`src/rtl/core/fnvkht_pkg.sv`:
```
// Package for the keyed FNV-1a chained hash table: sizes, codes, beat types,
// controller/datapath command and status structs, hash step function. No dependencies.
package fnvkht_pkg;

  localparam int NODE_COUNT   = 64;
  localparam int BUCKET_COUNT = 16;

  // 64-bit FNV prime is 2^40 + FNV_PRIME_LO
  localparam logic [63:0] FNV_BASIS    = 64'hCBF29CE484222325;
  localparam int          FNV_PRIME_SH = 40;
  localparam logic [8:0]  FNV_PRIME_LO = 9'h1B3;

  localparam logic [1:0] ACT_LOOKUP = 2'd0;
  localparam logic [1:0] ACT_INSERT = 2'd1;
  localparam logic [1:0] ACT_REMOVE = 2'd2;
  localparam logic [1:0] ACT_NONE   = 2'd3;

  localparam logic [1:0] STAT_OK      = 2'd0;
  localparam logic [1:0] STAT_BAD_KEY = 2'd1;
  localparam logic [1:0] STAT_FULL    = 2'd2;

  typedef struct packed {
    logic [1:0]  action;
    logic [31:0] key;
    logic [63:0] word_a;
    logic [63:0] word_b;
    logic [63:0] word_c;
  } req_t;

  typedef struct packed {
    logic [1:0]  status;
    logic        hit;
    logic [63:0] found_a;
    logic [63:0] found_b;
    logic [63:0] found_c;
  } rsp_t;

  typedef struct packed {
    logic       load;
    logic       hash;
    logic       walk_start;
    logic       rd;
    logic       adv;
    logic       scan_start;
    logic       scan_adv;
    logic       ins;
    logic       rem;
    logic       set_res;
    logic [1:0] res_status;
    logic       res_hit;
    logic       res_words;
    logic       out_load;
  } cmd_t;

  typedef struct packed {
    logic       key_zero;
    logic [1:0] action;
    logic       hash_last;
    logic       chain_end;
    logic       match;
    logic       scan_free;
    logic       scan_last;
  } sts_t;

  // One FNV-1a round: xor in a byte, multiply by the prime (shift plus small product)
  function automatic logic [63:0] fnv_step(input logic [63:0] h, input logic [7:0] b);
    logic [63:0] x;
    x = h ^ {56'd0, b};
    return (x << FNV_PRIME_SH) + (x * {55'd0, FNV_PRIME_LO});
  endfunction

endpackage

```
`src/rtl/core/fnvkht_ctrl.sv`:
```
// Controller state machine of the keyed hash table.
// Depends on fnvkht_pkg; drives the datapath through cmd_t, reads sts_t.
module fnvkht_ctrl (
  input  logic              clk,
  input  logic              rst,
  input  logic              req_valid,
  output logic              req_stall,
  output logic              rsp_valid,
  input  logic              rsp_stall,
  output fnvkht_pkg::cmd_t  cmd,
  input  fnvkht_pkg::sts_t  sts
);

  typedef enum logic [2:0] {
    S_IDLE, S_HASH, S_DISP, S_WRD, S_WCHK, S_SCAN, S_FIN
  } state_t;

  state_t state;
  state_t state_next;

  assign req_stall = (state != S_IDLE);

  always_comb begin
    cmd        = '0;
    state_next = state;
    unique case (state)
      S_IDLE: begin
        if (req_valid) begin
          cmd.load   = 1'b1;
          state_next = S_HASH;
        end
      end
      S_HASH: begin
        cmd.hash = 1'b1;
        if (sts.hash_last) begin
          state_next = S_DISP;
        end
      end
      S_DISP: begin
        priority if (sts.action != fnvkht_pkg::ACT_NONE && sts.key_zero) begin
          cmd.set_res    = 1'b1;
          cmd.res_status = fnvkht_pkg::STAT_BAD_KEY;
          state_next     = S_FIN;
        end else if (sts.action == fnvkht_pkg::ACT_INSERT) begin
          cmd.scan_start = 1'b1;
          state_next     = S_SCAN;
        end else if (sts.action == fnvkht_pkg::ACT_NONE) begin
          cmd.set_res    = 1'b1;
          cmd.res_status = fnvkht_pkg::STAT_OK;
          state_next     = S_FIN;
        end else begin
          cmd.walk_start = 1'b1;
          state_next     = S_WRD;
        end
      end
      S_WRD: begin
        if (sts.chain_end) begin
          cmd.set_res    = 1'b1;
          cmd.res_status = fnvkht_pkg::STAT_OK;
          state_next     = S_FIN;
        end else begin
          cmd.rd     = 1'b1;
          state_next = S_WCHK;
        end
      end
      S_WCHK: begin
        if (sts.match) begin
          cmd.set_res    = 1'b1;
          cmd.res_status = fnvkht_pkg::STAT_OK;
          cmd.res_hit    = 1'b1;
          cmd.res_words  = (sts.action == fnvkht_pkg::ACT_LOOKUP);
          cmd.rem        = (sts.action == fnvkht_pkg::ACT_REMOVE);
          state_next     = S_FIN;
        end else begin
          cmd.adv    = 1'b1;
          state_next = S_WRD;
        end
      end
      S_SCAN: begin
        priority if (sts.scan_free) begin
          cmd.ins        = 1'b1;
          cmd.set_res    = 1'b1;
          cmd.res_status = fnvkht_pkg::STAT_OK;
          state_next     = S_FIN;
        end else if (sts.scan_last) begin
          cmd.set_res    = 1'b1;
          cmd.res_status = fnvkht_pkg::STAT_FULL;
          state_next     = S_FIN;
        end else begin
          cmd.scan_adv = 1'b1;
        end
      end
      S_FIN: begin
        if (!rsp_valid || !rsp_stall) begin
          cmd.out_load = 1'b1;
          state_next   = S_IDLE;
        end
      end
      default: state_next = S_IDLE;
    endcase
  end

  always_ff @(posedge clk) begin
    if (rst) begin
      state     <= S_IDLE;
      rsp_valid <= 1'b0;
    end else begin
      state <= state_next;
      if (cmd.out_load) begin
        rsp_valid <= 1'b1;
      end else if (rsp_valid && !rsp_stall) begin
        rsp_valid <= 1'b0;
      end
    end
  end

endmodule

```
`config.mk`:
```
export PLATFORM = sky130hd
export DESIGN_NAME = fnvkht_ctrl
export DESIGN_NICKNAME = d
export VERILOG_FILES = /design/src/rtl/core/fnvkht_pkg.sv /design/src/rtl/core/fnvkht_ctrl.sv
export SDC_FILE = /design/constraint.sdc
export NUM_CORES = 1
export LEC_CHECK = 0
export BUFFER_PORTS_ARGS = -buffer_cell sky130_fd_sc_hd__buf_2
export CORE_AREA = 2 2 39 41
export DETAILED_ROUTE_END_ITERATION = 7
export DIE_AREA = 0 0 41 43
export GPL_TIMING_DRIVEN = 0
export PLACE_DENSITY = 0.72
export SLEW_MARGIN = 10
export SYNTH_ARGS = -nofsm -noshare
export SYNTH_HDL_FRONTEND = slang
export SYNTH_SLANG_ARGS = --single-unit
```
`constraint.sdc`:
```
create_clock -name clk -period 3.6 [get_ports clk]
set_input_delay 0.18 -clock clk [delete_from_list [all_inputs] [get_ports clk]]
set_output_delay 0.18 -clock clk [all_outputs]
set_load 0.005 [all_outputs]
```
==> metrics.txt, run 1 <==
synth unique cells 29; area grow syn2layout 43.6%; Ant. Diodes 0; Synth Net Count 71; Top Ports 29; final RePlAce weighted congestion about 0.78; detailed-placement wirelength estimate 891 um; Total GRT Usage 0.168; CTS Root Cell clkbuf_4; clk_lat worst skew ~0.24 ns; reg-to-reg startpoint state[2]; P_int 161 uW; RR Endpoint state[1]; Reg power frac 0.234; Final setup viols 0; register area share after synthesis 0.191; startpoint types register; f_max 616 MHz; H-tree levels 1; P_leak about 0.00031 uW; Die Footprint 1760 um2; post-cts hold buffer count 0; CTS buffer count 3; GRT overflow 0; clock network power share 0.211; via count between 500 and 600; switch share 0.397; initial antenna violation count 0; Ys Warns 0; CTS tree built; Combinational Power Share 0.555; number of DRC markers in iteration 0 10; max_cap viols 0; syn_area_per_cell slightly above 7 um2; CTS Sinks 4; fin crit period roughly 1.6 ns; Syn Inst Count between 50 and 60; core area between 1000 and 1500 um2; PwrDens 443 nW/um2; skew final between 0.002 and 0.003 ns; Detailed Route WL 1.16 mm; WS Path Type register to primary output; CP required between 3 and 4 ns; Non-Filler Instances about 110; Peak VDD IR 0.000252 V; layout cells sized above 1 0.422; vias in the first global route roughly 470; Synth Register Bits 4; clock-pin slew on the worst setup and hold paths around 0.04 ns; final setup TNS 0 ns; actual slew at the worst max-slew pin roughly 0.26 ns; routed len/inst 11.0 um; Die W just over 40 um; r2r setup slk between 2 and 2.5 ns; Psw roughly 110 uW; max_slew headroom 0.824; CP arrival between 1 and 1.5 ns; Die Y around 43 um; Multi-input gate area 307 um2; initial core utilization 0.303; # DRC 0; Slew Viols, Final 0; HP Start rst; largest net degree at the start of global routing 11; CTS Buffer Depth 2; Cell Area, Synth 419 um2; Worst Path Max Fanout 10; status completed; Inst Count DP about 100; Port Buf Inserts 28; RSZ-0062 raised after global routing no; vias per cell between 5 and 6; post-CTS setup buffers 0; Worst Hold Class input port to register; final worst-path cycle share 0.451; DRT antenna net count 0; Filler Cells Inserted 150; cells on worst reg2reg path 5; first-pass GRT wire length slightly below 2 mm; total area of sequential cells roughly 80 um2; Fin. Hold Viols 0; Crit. End Element primary output; CTS resizes 0; hold endpoint rsp_valid; Hold Path Depth 2; floorplan row count 14; NumNets Final ~100; DRT Pass-1 Iters 4
==> placed cells by master, fill, tap and decap left out, drive strengths merged, types with 3 or more instances in the layout <==
cell type / synthesis / layout
inv: 3 / 3
o21ai: 3 / 3
nor3b: 3 / 3
clkbuf: 0 / 3
dfxtp: 4 / 4
nand2b: 3 / 3
a21oi: 7 / 7
nor3: 5 / 5
buf: 3 / 31
nor2: 7 / 7
==> metal layers <==
layer	wire [um]	vias to the layer above	track usage	share of wire
met3	67	5	0.0471	0.058
met4	36	0	0.120	0.031
met5	0	-	0	0
met2	542	20	0.219	0.47
li1	-	286	-	-
met1	519	237	0.225	0.45
==> logic make-up (layout without fill, tap and decap cells) <==
| family | Yosys count | count (layout) | share of synthesized area |
|---|---|---|---|
| AO/OA/AOI/OAI | 17 | 17 | 0.263 |
| AND/OR/NAND/NOR | 32 | 32 | 0.469 |
| flip-flops | 4 | 4 | 0.191 |
| buffers and inverters | 6 | 37 | 0.0776 |
==> worst max-delay path: stages, from the launching register on <==
cell and delay [ns]:
dfxtp_1 0.36, buf_2 0.21, nand2b_1 0.26, nor2_1 0.09, and3_1 0.18, buf_2 0.12
==> cell type report <==
class | instances | share of cell area
clock buffers | 3 | 0.0374
flip-flops and latches | 4 | 0.133
inverters | 3 | 0.0187
multi-input cells | 49 | 0.509
plain buffers | 3 | 0.0353
repair buffers | 28 | 0.233
well taps | 16 | 0.0333
==> worst max path at each step <==
stage	startpoint	to	slack [ns]	depth (start not counted)
CTS	state[2]	cmd[3]	1.97	5
global route	state[2]	cmd[3]	1.84	5
finish	state[2]	cmd[3]	1.98	5
detailed placement	state[2]	cmd[3]	2.23	5
global placement	state[2]	cmd[5]	2.25	4
floorplan	state[2]	state[0]	2.41	4
==> synthesized netlist by cell type <==
master | count | area (um2)
a211o_1 | 1 | 8.76
a211oi_1 | 1 | 7.51
a21oi_1 | 7 | 35.0
a31o_1 | 1 | 8.76
and2_1 | 1 | 6.26
and2b_2 | 1 | 8.76
and3_1 | 2 | 12.5
and4b_1 | 1 | 10.0
buf_2 | 2 | 10.0
buf_6 | 1 | 11.3
dfxtp_1 | 4 | 80.1
inv_1 | 3 | 11.3
nand2_1 | 2 | 7.51
nand2b_1 | 3 | 18.8
nand3_1 | 1 | 5.00
nand3b_1 | 1 | 7.51
nor2_1 | 7 | 26.3
nor3_1 | 5 | 25.0
nor3b_1 | 2 | 15.0
nor3b_2 | 1 | 12.5
nor4_1 | 2 | 12.5
nor4b_1 | 1 | 8.76
o21a_1 | 1 | 7.51
o21ai_0 | 2 | 10.0
o21ai_2 | 1 | 8.76
o22ai_1 | 1 | 6.26
o32ai_1 | 2 | 17.5
or3_4 | 1 | 11.3
or3b_1 | 1 | 8.76
==> per-stage QoR <==
step	setup WS [ns]	total power, uW	instance area (um2)	utilization	hold WS, ns
2_1_floorplan	2.41	162	419	-	0.249
3_3_place_gp	2.25	209	579	0.419	0.413
3_5_place_dp	2.23	210	579	0.419	0.411
4_1_cts	1.97	268	602	0.435	0.165
5_1_grt	1.84	294	602	0.435	0.175
6_report	1.98	267	602	0.435	0.169
==> flip-flops by register name (all words and copies together) (netlist names) <==
name / cells
rsp_valid: 1
state: 3
==> power groups by stage <==
stage | clock network (uW) | registers, uW | logic [uW]
2_1_floorplan | 0 | 60.3 | 101
6_report | 56.3 | 62.4 | 148
4_1_cts | 57.6 | 62.2 | 149
5_1_grt | 61.9 | 64.2 | 167
3_3_place_gp | 0 | 62.7 | 146
3_5_place_dp | 0 | 62.9 | 147
Note: power is estimated with default switching activity, not from simulation.
==> run 2: changes to the inputs <==
Settings changed: ABC_AREA set to 1, CORE_AREA 2 2 39 41 to not set, CORE_MARGIN set to 1.5, CORE_UTILIZATION set to 39, DIE_AREA 0 0 41 43 to not set, PLACE_DENSITY 0.72 to 0.82.
Clock period 3.6 ns to 1.4 ns, I/O delays scaled along.
==> metrics.txt, run 2 <==
status completed; clk_lat worst skew 0.23 ns; Combinational Power Share 0.722; CP arrival 1.26 ns; commonest cells after routing, fill and taps aside buf_2 (28), nand2_1 (16), nor2_1 (10), inv_1 (8); NumNets Final roughly 140; final worst-path cycle share 0.948; main combinational cell family by area after synthesis simple AND/OR/NAND/NOR gates; Die Y 40.4 um; first-pass GRT wire length ~2.1 mm; floorplan row count 13; predominant post-synthesis flop cell dfxtp_1; cells on worst reg2reg path 7; DRT Pass-1 Iters 5; Hold Path Depth 2; register area share after synthesis 0.147; syn_area_per_cell 6.49 um2; area grow syn2layout 48.4%; Synth Register Bits 4; Worst Path Max Fanout 5; commonest non-fill, non-tap cell in the layout buf_2; WHS 0.0443 ns; Synth Net Count 96; post-cts hold buffer count 0; most common cell in the synthesized netlist nand2_1; clock-pin slew on the worst setup and hold paths 0.04 ns; biggest regs state: 3 flops, rsp_valid: 1 flops; # DRC 0; P_leak 0.000452 uW; Total GRT Usage 0.185; CTS Buffer Depth 2; fin crit period about 1.3 ns; Port Buf Inserts 28; via count approximately 670; Die W 40.4 um; top post-synthesis cells by count nand2_1 (16), nor2_1 (10), inv_1 (8), nand3_1 (6); largest net degree at the start of global routing 11; Post-Synth Simple-Gate Area 0.585; WS Path Type register to primary output; switch share 0.453; startpoint types register; final RePlAce weighted congestion 0.843; Die Footprint ~1600 um2; core area 1300 um2; max_slew headroom 0.855; Compound-Gate Fraction of Synth Area 0.0872; Psw about 480 uW; DRT antenna net count 0; max_cap viols 0; CTS Root Cell clkbuf_4; max reg flops 3; final setup margin between 0.07 and 0.08 ns; mux share of post-synthesis cell area 0; Post-Synth XOR/XNOR Area 0; initial antenna violation count 0; Multi-input gate area just under 400 um2; Ant. Diodes 0; initial core utilization 0.419; P_int a little under 600 uW; CTS buffer count 3; layout cells sized above 1 0.541; Syn Inst Count between 80 and 90; number of DRC markers in iteration 0 11; CTS tree built; largest register by flop count state; Worst Hold Class input port to register; synth unique cells 24; skew final ~0.0017 ns; Final Cell Area just over 800 um2; setup slack at placement ~0.29 ns; Fin. Hold Viols 0; Reg power frac 0.143; H-tree levels 1; DP Area slightly above 700 um2; detailed-placement wirelength estimate 1.01 mm; routed len/inst 9.85 um; vias in the first global route around 560; GRT overflow 0; CTS Sinks 4; Crit. End Element primary output; Cell Area, Synth 546 um2; Non-Filler Instances 137; final setup TNS 0 ns; CP required ~1.3 ns; Top Ports 29; clock network power share 0.135; Yosys top cell by area dfxtp_1; actual slew at the worst max-slew pin 0.218 ns; Inst Count DP ~130; async set-reset flop share out of synthesis 0; Ys Warns 0; total area of sequential cells between 80 and 90 um2; Area contributors post-synth dfxtp_1 (15%), nand2_1 (11%), nor2_4 (8.3%); Detailed Route WL 1.35 mm; Slew Viols, Final 0; Synth Area in Adders 0; Peak VDD IR between 0.0005 and 0.0006 V; f_max about 750 MHz; Final setup viols 0; vias per cell between 4 and 5; Filler Cells Inserted around 120; post-synth top area share 0.147; EDFF count, synth 0; PwrDens approximately 1300 nW/um2
## run 2: cell count changes in the layout (fill, tap and decap cells not counted), moves of 4 or more
cell / previous run / this run
nor2_4: 0 / 4
nand2_1: 2 / 16
buf_4: 0 / 6
nand3_1: 1 / 6
inv_1: 3 / 8
## run 2: power by group through the flow
| stage | logic (uW) | clock network (uW) | registers [uW] |
|---|---|---|---|
| after floorplan | 496 | 0 | 152 |
| after global placement | 632 | 0 | 153 |
| after detailed placement | 647 | 0 | 153 |
| after CTS | 653 | 145 | 152 |
| after global routing | 861 | 157 | 154 |
| final | 766 | 143 | 152 |
## run 2: worst max-delay path, stage by stage (launching register included)
cell and delay, ns:
dfxtp_1 0.30, buf_6 0.14, inv_6 0.07, nand2_4 0.05, nor2_4 0.11, inv_2 0.06, o2111ai_2 0.15, buf_2 0.14
## run 2: area by class of cell
| type | count | share of cell area |
|---|---|---|
| flip-flops and latches | 4 | 0.0989 |
| clock buffers | 3 | 0.0278 |
| plain buffers | 3 | 0.0417 |
| multi-input cells | 63 | 0.474 |
| repair buffers | 35 | 0.253 |
| well taps | 15 | 0.0232 |
| inverters | 14 | 0.0804 |
## run 2: timing repair
item / CTS / global route
endpoints found under the hold margin: 0 / 0
setup endpoints to repair: 0 / 3
setup buffers: 0 / 7
gates resized for setup: 0 / 3
## run 2: through the flow
step                total power [uW]  utilization
floorplan                        648            -
global placement                 785        0.541
detailed placement               801        0.541
CTS                              950        0.559
global route                    1170        0.622
finish                          1060        0.622
## run 2: logic make-up (layout without fill, tap and decap cells)
| group | Yosys count | after routing |
|---|---|---|
| flops | 4 | 4 |
| buf+inv | 17 | 55 |
| compound gates | 8 | 8 |
| simple gates | 55 | 55 |
## run 2: routing by layer
metal  part of all wire  wire (um)  up-vias  GRT usage
met3              0.054         73        3          0
met5                  0          0        -          0
met4             0.0089         12        0     0.0500
met2               0.53        709       24      0.337
li1                   -          -      350          -
met1               0.41        552      295      0.235
## run 2: path summary, 6_finish.rpt
check             from         to  slack, ns
min reg2reg  rsp_valid  rsp_valid       0.54
max reg2reg   state[1]   state[2]       0.21
min                rst   state[0]       0.04
max           state[0]     cmd[5]       0.07
